## config.mk

```make
export PLATFORM = sky130hd
export DESIGN_NAME = ghb_ctrl
export DESIGN_NICKNAME = d
export VERILOG_FILES = /design/src/rtl/ghb_pkg.sv /design/src/rtl/ghb_ctrl.sv
export SDC_FILE = /design/constraint.sdc
export NUM_CORES = 1
export LEC_CHECK = 0
export BUFFER_PORTS_ARGS = -buffer_cell sky130_fd_sc_hd__buf_2
export CAP_MARGIN = 40
export CORE_MARGIN = 4
export CORE_UTILIZATION = 42
export DETAILED_ROUTE_END_ITERATION = 6
export PLACE_DENSITY_LB_ADDON = 0.25
export SYNTH_ARGS = -nofsm -noshare
export SYNTH_HDL_FRONTEND = slang
export SYNTH_SLANG_ARGS = --single-unit
```

## constraint.sdc

```tcl
create_clock -name clk -period 1.3 [get_ports clk]
set_clock_uncertainty 0.1 [all_clocks]
set_input_delay 0.13 -clock clk [delete_from_list [all_inputs] [get_ports clk]]
set_output_delay 0.13 -clock clk [all_outputs]
set_load 0.05 [all_outputs]
```

## src/rtl/ghb_pkg.sv

```systemverilog
// Shared types, constants and helper functions for the grid hash bucket insert block.
// No dependencies; ghb_div, ghb_dp, ghb_ctrl and the top level refer to it by scoped names.
`timescale 1ns / 1ps
`default_nettype none
package ghb_pkg;

  localparam int TABLE_SLOTS = 1024;
  localparam int SLOT_AW     = 10;
  localparam int BUCKET_POOL = 1024;
  localparam int BKT_AW      = 10;
  localparam int ENTRY_POOL  = 4096;
  localparam int ENT_AW      = 12;
  localparam logic [31:0] PRIME = 32'hFFFF_FFFB;

  // Divider operand widths: 33-bit magnitude over a 46-bit divisor
  localparam int DIV_NW = 33;
  localparam int DIV_DW = 46;

  // Configuration register indexes
  typedef enum logic [1:0] {
    REG_CELL_WIDTH = 2'd0,
    REG_MIN_X      = 2'd1,
    REG_MIN_Y      = 2'd2,
    REG_TABLE_SIZE = 2'd3
  } reg_idx_t;

  typedef enum logic [1:0] {
    DIV_X   = 2'd0,
    DIV_Y   = 2'd1,
    DIV_MOD = 2'd2
  } div_sel_t;

  typedef struct packed {
    logic [30:0] cell_width;
    logic [31:0] min_x;
    logic [31:0] min_y;
    logic [10:0] table_size;
  } cfg_t;

  // Controller to datapath
  typedef struct packed {
    logic     load;
    logic     div_start;
    div_sel_t div_sel;
    logic     cell_x;
    logic     cell_y;
    logic     dig_step;
    logic [3:0] dig_idx;
    logic     key_calc;
    logic     slot_latch;
    logic     slot_rd;
    logic     bkt_rd;
    logic     bkt_next;
    logic     commit;
    logic     hit;
    logic     clr_step;
    logic     out_load;
  } cmd_t;

  // Datapath to controller
  typedef struct packed {
    logic div_done;
    logic slot_valid;
    logic key_match;
    logic next_valid;
    logic clr_last;
    logic out_busy;
  } sts_t;

  // Powers of ten that fit under 2^31
  function automatic logic [31:0] pow10(input logic [3:0] k);
    logic [31:0] p;
    case (k)
      4'd0: p = 32'd1;
      4'd1: p = 32'd10;
      4'd2: p = 32'd100;
      4'd3: p = 32'd1000;
      4'd4: p = 32'd10000;
      4'd5: p = 32'd100000;
      4'd6: p = 32'd1000000;
      4'd7: p = 32'd10000000;
      4'd8: p = 32'd100000000;
      4'd9: p = 32'd1000000000;
      default: p = 32'hFFFF_FFFF;
    endcase
    return p;
  endfunction

endpackage
`default_nettype wire

```

## src/rtl/ghb_ctrl.sv

```systemverilog
// Controller: sequences one transaction through the datapath by commands.
// Depends on ghb_pkg for the command and status structs.
`timescale 1ns / 1ps
`default_nettype none
module ghb_ctrl (
  input  wire logic          clk,
  input  wire logic          rst_n,
  input  wire logic          in_valid,
  input  wire logic          in_req_type,
  output logic               in_ready,
  input  wire ghb_pkg::sts_t sts,
  output ghb_pkg::cmd_t      cmd
);
  typedef enum logic [3:0] {
    S_INIT, S_IDLE, S_CLR, S_DX_GO, S_DX_WAIT, S_DY_GO, S_DY_WAIT, S_DIG,
    S_KEY, S_MD_GO, S_MD_WAIT, S_SRD, S_SCHK, S_BCHK, S_COMMIT, S_OUT
  } state_t;

  state_t     state_r, state_nxt;
  logic [3:0] cnt_r, cnt_nxt;
  logic       hit_r, hit_nxt;
  logic       take;

  assign in_ready = (state_r == S_IDLE);
  assign take     = in_ready && in_valid;

  // Next state and commands
  always_comb begin
    state_nxt   = state_r;
    cnt_nxt     = cnt_r;
    hit_nxt     = hit_r;
    cmd         = '0;
    cmd.div_sel = ghb_pkg::DIV_X;
    cmd.dig_idx = cnt_r;
    cmd.hit     = hit_r;
    case (state_r)
      S_INIT: begin
        cmd.clr_step = 1'b1;
        if (sts.clr_last) state_nxt = S_IDLE;
      end
      S_IDLE: begin
        if (take) begin
          cmd.load  = 1'b1;
          state_nxt = in_req_type ? S_CLR : S_DX_GO;
        end
      end
      S_CLR: begin
        cmd.clr_step = 1'b1;
        if (sts.clr_last) state_nxt = S_OUT;
      end
      S_DX_GO: begin
        cmd.div_start = 1'b1;
        state_nxt     = S_DX_WAIT;
      end
      S_DX_WAIT: begin
        if (sts.div_done) begin
          cmd.cell_x = 1'b1;
          state_nxt  = S_DY_GO;
        end
      end
      S_DY_GO: begin
        cmd.div_start = 1'b1;
        cmd.div_sel   = ghb_pkg::DIV_Y;
        state_nxt     = S_DY_WAIT;
      end
      S_DY_WAIT: begin
        cmd.div_sel = ghb_pkg::DIV_Y;
        if (sts.div_done) begin
          cmd.cell_y = 1'b1;
          cnt_nxt    = '0;
          state_nxt  = S_DIG;
        end
      end
      S_DIG: begin
        cmd.dig_step = 1'b1;
        cnt_nxt      = cnt_r + 4'd1;
        if (cnt_r == 4'd9) state_nxt = S_KEY;
      end
      S_KEY: begin
        cmd.key_calc = 1'b1;
        state_nxt    = S_MD_GO;
      end
      S_MD_GO: begin
        cmd.div_start = 1'b1;
        cmd.div_sel   = ghb_pkg::DIV_MOD;
        state_nxt     = S_MD_WAIT;
      end
      S_MD_WAIT: begin
        cmd.div_sel = ghb_pkg::DIV_MOD;
        if (sts.div_done) begin
          cmd.slot_latch = 1'b1;
          state_nxt      = S_SRD;
        end
      end
      S_SRD: begin
        cmd.slot_rd = 1'b1;
        state_nxt   = S_SCHK;
      end
      // Empty slot is a miss; else fetch the chain head
      S_SCHK: begin
        if (sts.slot_valid) begin
          cmd.bkt_rd = 1'b1;
          state_nxt  = S_BCHK;
        end else begin
          hit_nxt   = 1'b0;
          state_nxt = S_COMMIT;
        end
      end
      // Walk the chain one bucket per cycle
      S_BCHK: begin
        if (sts.key_match) begin
          hit_nxt   = 1'b1;
          state_nxt = S_COMMIT;
        end else if (sts.next_valid) begin
          cmd.bkt_rd   = 1'b1;
          cmd.bkt_next = 1'b1;
        end else begin
          hit_nxt   = 1'b0;
          state_nxt = S_COMMIT;
        end
      end
      S_COMMIT: begin
        cmd.commit = 1'b1;
        state_nxt  = S_OUT;
      end
      S_OUT: begin
        if (!sts.out_busy) begin
          cmd.out_load = 1'b1;
          state_nxt    = S_IDLE;
        end
      end
      default: state_nxt = S_IDLE;
    endcase
  end

  // State and registered control
  always_ff @(posedge clk) begin
    if (!rst_n) begin
      state_r <= S_INIT;
      cnt_r   <= '0;
      hit_r   <= 1'b0;
    end else begin
      state_r <= state_nxt;
      cnt_r   <= cnt_nxt;
      hit_r   <= hit_nxt;
    end
  end

`ifndef SYNTHESIS
  a_one_div: assert property (@(posedge clk) disable iff (!rst_n)
    cmd.div_start |=> !cmd.div_start)
    else $error("back to back divider starts");

  a_commit_once: assert property (@(posedge clk) disable iff (!rst_n)
    cmd.commit |=> state_r == S_OUT)
    else $error("commit not followed by result stage");

  a_clr_exit: assert property (@(posedge clk) disable iff (!rst_n)
    (state_r == S_CLR && sts.clr_last) |=> state_r == S_OUT)
    else $error("clear pass did not end in result stage");
`endif

endmodule
`default_nettype wire

```

==> metrics, run 1 <==
Port Buffers=30; Num CTS Buffers=3; mux cell area share after synthesis=under 10%; Yosys top cell area share=23.3%; WEP type=primary output; Seq/Total Area, Yosys=23.3%; mapped cell area=772 µm²; Mapped Cells=slightly above 100; error msg=[ERROR DPL-0038] Utilization greater than 100%, impossible to legalize; Async S/R FF share, synth=0%; top cells by area, synth=dfxtp_1, nor3_1, nand2_1; worst_ep grt=cmd[19]; die width=50.9 µm; Starting Density=44.7%; outcome=did not finish; FF+latch count, synth=9; most common library cells after synthesis=dfxtp_1, nand2_1, nor3_1; number of synthesized flops with an enable pin=0; io pins=31; complex-gate fraction of the synthesized area=18.5%; Final GP Congestion=0.835; Die Ht=50.9 µm; biggest area consumer among synthesized cells=dfxtp_1; Avg Cell Area, Syn=approximately 7.6 µm²; Max Buffers Root-to-Sink=2; Root Driver=clkbuf_4; clk sinks=9; Synth Flop Type=dfxtp_1; Halt Stage=5_1_grt; largest family of logic cells by synthesized area=simple AND/OR/NAND/NOR gates; synth warn=0; placed wire-length estimate=1860 µm; placed cell areas=1220 µm²; H-tree depth=1; largest net degree at the start of global routing=12; xor/xnor share of the synthesized area=3.40%; Site Rows=15; Synth Area in Simple Gates=38.2%; Syn Nets=~110; adder-cell share of the synthesized area=approximately 3.2%; Distinct cells, synth=39
==> per-stage QoR <==
step / util [%] / std cells / setup WS, ps / hold WS (ps)
CTS: 91.2 / 184 / -287 / 69.7
detailed placement: 70.6 / 171 / -242 / 342
global placement: 70.6 / 171 / -222 / 334
floorplan: - / 102 / -538 / 151
==> cells by family after synthesis <==
| family | Yosys count |
|---|---|
| simple gates | 50 |
| compound gates | 21 |
| buf+inv | 15 |
| flops | 9 |
| xor+xnor | 3 |
| mux | 2 |
| fa+ha+maj | 2 |
==> what timing repair did <==
item                                    CTS
hold buffers                              0
resized for setup                        68
gates cloned                              1
buffers inserted                          8
pin swaps                                13
endpoints found under the setup margin   25
==> inputs of run 2 (changes only) <==
- CORE_AREA: not set -> 4 4 65 67
- CORE_MARGIN: 4 -> not set
- CORE_UTILIZATION: 42 -> not set
- DIE_AREA: not set -> 0 0 69 71
- PLACE_DENSITY_LB_ADDON: 0.25 -> 0.15
- clock period: 1.3 -> 1.7 ns (I/O delays scaled with it)
==> run 2 against run 1 <==
Compared with the run above: synthesized cell count stayed put; area after synthesis stayed put; the run now ends clean.
==> metrics, run 2 <==
outcome=completed; max-cap violations=0; crit path cell chain=buf_8, nor4b_4, and2_4, buf_8; Site Rows=22; CTS tree=done; Final Critical Period=1610 ps; top cells by area, synth=dfxtp_1, nor3_1, nand2_1; # DRC=0; Die Ht=71 µm; CP top delay family=simple AND/OR/NAND/NOR gates; Root Driver=clkbuf_8; Avg Cell Area, Syn=7.57 µm²; setup ws final=about 92 ps; sw frac=just under 50%; Filler cells=roughly 420; vias per inst=between 4 and 5; CTS clk-pin slew, worst paths=about 50 ps; final setup vio count=0; mapped cell area=772 µm²; pwr/cell area=around 1400 nW/µm²; synth warn=0; Startpoint Class=register; final antenna-violating net count=0; number of synthesized flops with an enable pin=0; Async S/R FF share, synth=0%; FF+latch count, synth=9; register share of total power=21.5%; io pins=31; CP endpoint kind=primary output; commonest non-fill, non-tap cell in the layout=buf_2; Psw=775 µW; Num CTS Buffers=3; CP Data Required Time=1430 ps; Max-Slew Margin vs Limit=between 80 and 90%; Final GP Congestion=roughly 0.73; Yosys top cell area share=a little under a quarter; most frequent cells in the layout=buf_2, buf_4, nand2_1; worst path bufs/invs=2; Die Area=4900 µm²; H-tree depth=1; Worst Hold Class=in -> reg; biggest area consumer among synthesized cells=dfxtp_1; nets@finish=155; Crit Path Max Fanout=6; most common library cells after synthesis=dfxtp_1, nand2_1, nor3_1; Final Cycle Share=94.6%; gr ovfl total=0; Hold Path Cell Cnt=3; Port Buffers=30; area of the multi-input gates=543 µm²; first-pass GRT wire length=roughly 4000 µm; drt first pass iters=4; crit-path max cell delay=370 ps; worst-skew pair later-pin latency=230 ps; Critical R2R Capture=state_r[0]; final instance area=1190 µm²; Max Buffers Root-to-Sink=2; die width=69 µm; Seq/Total Area, Yosys=23.3%; WP data arrival=1340 ps; P_leak=0.502 nW; Starting Density=21.2%; Fin. Hold Viols=0; area delta synth->final=53.8%; Total GRT Usage=9.67%; Avg WL per Cell=12.3 µm; initial antenna violation count=0; WS Path Type=reg -> out; clk sinks=9; share of cells above drive strength 1=48.6%; Seq. cell area=193 µm²; Hold EP=hit_r; final WL=2330 µm; Inserted Diodes=0; placed wire-length estimate=between 1500 and 2000 µm; via count=855; Logic pwr share=63.2%; Distinct cells, synth=39; FF-to-FF path depth=6; Worst-Margin Slew=242 ps; Peak supply drop=around 0.00031 V; CTS Hold Buffers Added=0; Syn Nets=about 110; Synth Flop Type=dfxtp_1; largest net degree at the start of global routing=13; reg-to-reg startpoint=state_r[1]; Mapped Cells=around 100; slowest CP cell=dfxtp_4; Top cell by count, worst path=buf_8; initial DRC count=27; dpl ws=91.0 ps; Largest regs=cnt_r: 4 flops, state_r: 4 flops, hit_r: 1 flops; Core Box Area=3630 µm²; Clock Power Share=15.3%; FF-to-FF setup slack=230 ps; Fmax=about 620 MHz; Worst Hold Launch=sts[3]; Internal Pwr Total=839 µW; placed cell areas=1020 µm²; vias in the first global route=847; Max Slew Vio Count=0
run 2: cell counts after synthesis:
Identical to the previous run, type by type.
run 2: worst max-delay path by stage:
stage | start | end | slack, ps | cells past startpoint
global placement | state_r[0] | state_r[0] | 120 | 5
finish | state_r[3] | cmd[19] | 90 | 4
detailed placement | state_r[0] | cmd[5] | 90 | 4
global route | state_r[0] | cmd[15] | -8 | 4
CTS | state_r[2] | cmd[19] | 9 | 4
floorplan | state_r[0] | cmd[16] | -380 | 4
run 2: worst reg2reg max path, cell delays in order (launching register included):
cell	delay (ps)
dfxtp_4	370
buf_6	140
nor2_4	110
nand4b_1	200
buf_4	190
nand4_2	90
mux2i_1	190
run 2: timing repair:
action | CTS | global route
setup buffers | 2 | 3
gates resized for setup | 9 | 17
pin swaps | 2 | 4
setup endpoints to repair | 9 | 9
run 2: final cells by class:
type                       instances  area share, %
clock buffer                       3           3.48
tap                               48           5.06
clock inverter                     1          0.421
inverter                           7           2.42
timing repair buffer              44           26.7
sequential                         9           16.2
multi-input combinational         78           45.7
run 2: logic make-up after synthesis:
kind of cell,after synthesis,synth area share [%]
adders and majority gates,2,3.24
buffers and inverters,15,10.7
DFF,9,23.3
muxes,2,2.59
xor gates and xnor gates,3,3.40
AOI/OAI and AO/OA,21,18.5
and+or+nand+nor,50,38.3
run 2: metal layers:
metal | GRT usage (%) | share of wire (%)
met4 | 4.34 | 0.73
met2 | 16.4 | 48
met5 | 0 | 0
met1 | 11.3 | 45
met3 | 2.70 | 6.2
run 2: power by group through the flow:
stage	Sequential (mW)	Clock [mW]	Combinational, mW
after floorplan	0.273	0	0.761
after global placement	0.329	0	0.928
after detailed placement	0.329	0	0.922
after CTS	0.332	0.260	0.930
after global routing	0.357	0.270	1.11
final	0.347	0.247	1.02
run 2: stage by stage:
stage               hold slack, ps  utilization [%]  TNS (ps)  std cells  power, mW
floorplan                      192                -     -1900        102       1.03
global placement               369             28.1         0        181       1.26
detailed placement             368             28.1         0        181       1.25
CTS                            125             30.4         0        187       1.52
global route                   148             32.7     -7.78        190       1.74
finish                         129             32.7         0        190       1.61
Power figures use the tool's default switching activity.
==> inputs of run 3 (changes only) <==
- SETUP_SLACK_MARGIN: not set -> 0.1
==> run 3 against run 2 <==
Compared with the run above: non-clock buffer count grew 5; core utilization grew 3.3 points; final cell count up 2.6%; sequential power grew 2%; via count is 3.9% higher; count of clock-buffer cells in the layout stayed put; register-to-register slack got worse by 40 ps; sequential share of layout area decreased by 1.2 points; first-iteration DRC count is 52% higher; global-route usage increased by 0.39 points; hold slack better by 7.6 ps; critical endpoint unchanged.
==> metrics, run 3 (same netlist as run 2, synthesis figures left out) <==
outcome=completed; final instance area=1310 µm²; Logic pwr share=65.6%; sw frac=47.4%; vias in the first global route=879; pwr/cell area=1330 nW/µm²; via count=roughly 890; drt first pass iters=4; CTS Hold Buffers Added=0; Final GP Congestion=0.739; nets@finish=160; largest net degree at the start of global routing=11; final WL=2470 µm; Inserted Diodes=0; RSZ-0062 raised after global routing=true; share of cells above drive strength 1=between 50% and 60%; Startpoint Class=register; worst path bufs/invs=2; H-tree depth=1; Worst Hold Launch=sts[3]; register share of total power=20.4%; WS Path Type=reg -> out; Starting Density=a little over a fifth; Fin. Hold Viols=0; placed cell areas=1090 µm²; crit-path max cell delay=370 ps; Hold EP=hit_r; max-cap violations=0; GR met2 Demand/Resource=17.7%; Total GRT Usage=10.1%; Final Critical Period=1590 ps; dpl ws=roughly 75 ps; Critical R2R Capture=cnt_r[2]; # DRC=0; Max-Slew Margin vs Limit=81.8%; Core Box Area=3630 µm²; final setup vio count=0; first-pass GRT wire length=between 4000 and 5000 µm; Max Buffers Root-to-Sink=2; Port Buffers=30; crit path cell chain=buf_6, nor4b_4, and2_4, buf_8; total power=1.73 mW; setup TNS=0 ps; post-layout util=36.0%; gr ovfl total=0; Max Slew Vio Count=0; met1 GRT Util=12.4%; GR peak layer=met2; Peak supply drop=0.000372 V; met3 GRT Util=1.85%; initial DRC count=between 40 and 50; Inst Count DP=184; worst-skew pair later-pin latency=230 ps; area delta synth->final=69.2%; Hold Path Cell Cnt=3; commonest non-fill, non-tap cell in the layout=buf_4; setup ws final=108 ps; Clock Power Share=14.0%; Root Driver=clkbuf_8; FF-to-FF setup slack=190 ps; Psw=821 µW; Worst Hold Class=in -> reg; CP Data Required Time=1430 ps; die width=69 µm; Crit Path Max Fanout=8; Die Ht=71 µm; Num CTS Buffers=3; final antenna-violating net count=0; P_leak=0.552 nW; initial antenna violation count=0; CP endpoint kind=primary output; CTS tree=done; Worst-Margin Slew=269 ps; slowest CP cell=dfxtp_4; Internal Pwr Total=912 µW; CTS clk-pin slew, worst paths=50 ps; Final Cycle Share=93.7%; Site Rows=22; Die Area=4900 µm²; Largest regs=cnt_r: 4 flops, state_r: 4 flops, hit_r: 1 flops; reg-to-reg startpoint=state_r[3]; Fmax=~630 MHz; WP data arrival=1320 ps; CP top delay family=simple AND/OR/NAND/NOR gates; placed wire-length estimate=1910 µm; Fin Hold WS=136 ps; FF-to-FF path depth=8; Avg WL per Cell=12.7 µm; Cell Count, Final, Fillers Out=~200; io pins=31; most frequent cells in the layout=buf_4, buf_2, buf_6; vias per inst=4.55; clk sinks=9
[run 3: cell type report]
cell class,instances,area (µm²)
well taps,48,60.1
fillers,403,2330
clock inverters,1,5.00
flip-flops and latches,9,196
clock buffers,3,41.3
repair buffers,49,387
inverters,7,28.8
multi-input cells,78,588
[run 3: how the worst max path moves through the flow]
| stage | startpoint | endpoint | slack [ps] | cells after the start |
|---|---|---|---|---|
| after global routing | state_r[3] | cmd[19] | 60 | 4 |
| final | state_r[3] | cmd[19] | 110 | 4 |
| after floorplan | state_r[3] | cmd[19] | -280 | 4 |
| after CTS | state_r[1] | cmd[19] | 90 | 4 |
| after global placement | state_r[0] | cnt_r[3] | 120 | 7 |
| after detailed placement | state_r[1] | state_r[0] | 80 | 6 |
[run 3: routing by layer]
metal / up-vias / routed length [µm]
met5: - / 0
met4: 0 / 13
met3: 2 / 99
met2: 20 / 1280
met1: 415 / 1070
li1: 451 / -
[run 3: what timing repair did]
action                                  in CTS  in global routing
resized for setup                           27                 13
pin swaps                                    3                  4
buffers inserted                             3                  5
endpoints found under the setup margin      18                 17
[run 3: power by group through the flow]
stage | Sequential [mW] | Combinational, mW | Clock [mW]
2_1_floorplan | 0.274 | 0.793 | 0
3_3_place_gp | 0.339 | 0.973 | 0
3_5_place_dp | 0.341 | 0.982 | 0
4_1_cts | 0.345 | 1.07 | 0.255
5_1_grt | 0.360 | 1.21 | 0.275
6_report | 0.354 | 1.14 | 0.243
[run 3: worst reg2reg max path, cell delays in order, from the launching register on]
cell	delay [ps]
dfxtp_4	370
buf_4	140
inv_4	100
nand4_2	130
inv_2	120
buf_4	110
nand2_1	50
xnor2_1	110
and3_1	170
==> inputs of run 4 (changes only) <==
- clock period: 1.7 -> 1.4 ns (I/O delays scaled with it)
==> run 4 against run 3 <==
Compared with the run above: the run now ends with negative setup slack left; final cell count up 9.7%; critical path depth stayed put; global-route usage rose by 2.4 points; non-clock buffer count increased by 19; setup slack worse by 290 ps; routed wire length increased by 16%; flip-flop and latch count did not move; core utilization is 12 points higher; clock power up 23%; register-to-register slack lost 300 ps; via count grew 11%; sequential power increased by 15%; largest cell class unchanged.
==> metrics, run 4 (same netlist as run 2, synthesis figures left out) <==
Fin. Hold Viols=0; final WL=2860 µm; slowest CP cell=dfxtp_4; CTS clk-pin slew, worst paths=40 ps; Fmax=632 MHz; Die Area=between 4000 and 5000 µm²; Site Rows=22; gr ovfl total=0; final antenna-violating net count=0; P_leak=0.711 nW; WS Path Type=reg -> out; Startpoint Class=register; Largest regs=cnt_r: 4 flops, state_r: 4 flops, hit_r: 1 flops; area delta synth->final=127%; total power=~2.9 mW; crit path cell chain=buf_12, nor4b_4, and2_4, buf_8; initial antenna violation count=0; CP Data Required Time=1160 ps; Final Critical Period=1580 ps; RSZ-0062 raised after global routing=true; placed wire-length estimate=2080 µm; Core Box Area=3630 µm²; reg-to-reg startpoint=state_r[3]; worst-skew pair later-pin latency=230 ps; pwr/cell area=roughly 1600 nW/µm²; Final GP Congestion=about 0.8; crit-path max cell delay=350 ps; first-pass GRT wire length=5040 µm; failing checks=negative setup slack; share of cells above drive strength 1=74.7%; WP data arrival=approximately 1300 ps; post-layout util=48.2%; clk sinks=9; CP endpoint kind=primary output; Cell Count, Final, Fillers Out=214; Worst Hold Class=in -> reg; Max-Slew Margin vs Limit=between 80% and 90%; setup ws final=-183 ps; die width=roughly 70 µm; # DRC=0; outcome=finished, violations left; Max Buffers Root-to-Sink=2; vias per inst=roughly 4.6; nets@finish=179; via count=988; vias in the first global route=1063; final setup vio count=22; worst setup path start=state_r[3]; Starting Density=21.2%; placed cell areas=1270 µm²; Avg WL per Cell=13.4 µm; Peak supply drop=~0.00046 V; Final Cycle Share=113%; most frequent cells in the layout=buf_4, buf_6, buf_2; Num CTS Buffers=3; H-tree depth=1; Worst-Margin Slew=293 ps; io pins=31; CTS tree=done; Crit Path Max Fanout=8; Inserted Diodes=0; commonest non-fill, non-tap cell in the layout=buf_4; max-cap violations=0; largest net degree at the start of global routing=11; Max Slew Vio Count=0; Root Driver=clkbuf_8; Worst Hold Launch=sts[3]; Die Ht=71 µm; Port Buffers=30; initial DRC count=22; dpl ws=-182 ps; Total GRT Usage=about 12%; final instance area=1750 µm²; Inst Count DP=195; drt first pass iters=4
-- run 4: layout make-up --
cell class                 count  area (µm²)
sequential                     9         201
clock buffer                   4        45.0
inverter                       7        36.3
multi-input combinational     78         798
tap                           48        60.1
fill                         342        1880
timing repair buffer          68         612
-- run 4: layer usage --
| layer | vias up | global-route usage, % | routed length (µm) |
|---|---|---|---|
| li1 | 495 | - | - |
| met4 | 0 | 3.90 | 20 |
| met5 | - | 0 | 0 |
| met1 | 468 | 14.9 | 1210 |
| met2 | 23 | 22.6 | 1500 |
| met3 | 2 | 1.99 | 135 |
-- run 4: worst paths after layout --
path / endpoint / slack [ps] / depth (start not counted)
min: hit_r / 130 / 3
max reg2reg: state_r[0] / -110 / 6
max: cmd[19] / -180 / 4
min reg2reg: hit_r / 380 / 2
-- run 4: through the flow --
step / hold WS, ps / setup TNS (ps)
after detailed placement: 340 / -1890
after floorplan: 161 / -1450
after CTS: 102 / -1480
after global placement: 346 / -1400
final: 125 / -1600
after global routing: 153 / -3120
-- run 4: where the power goes --
group          switching [mW]  internal (mW)  total, mW
Combinational            1.12           1.06       2.18
Sequential             0.0865          0.321      0.408
Clock                   0.101          0.198      0.300
-- run 4: timing repair --
item | 4_1_cts | 5_1_grt
hold buffers | 0 | 0
buffers inserted | 11 | 4
resized for setup | 75 | 14
setup endpoints to repair | 25 | 25
pin swaps | 20 | 9
-- run 4: critical path: cells and delay by family (launching register included) --
| kind | cells | cell delay [ps] |
|---|---|---|
| flops | 1 | 350 |
| simple gates | 2 | 490 |
| buf+inv | 2 | 280 |
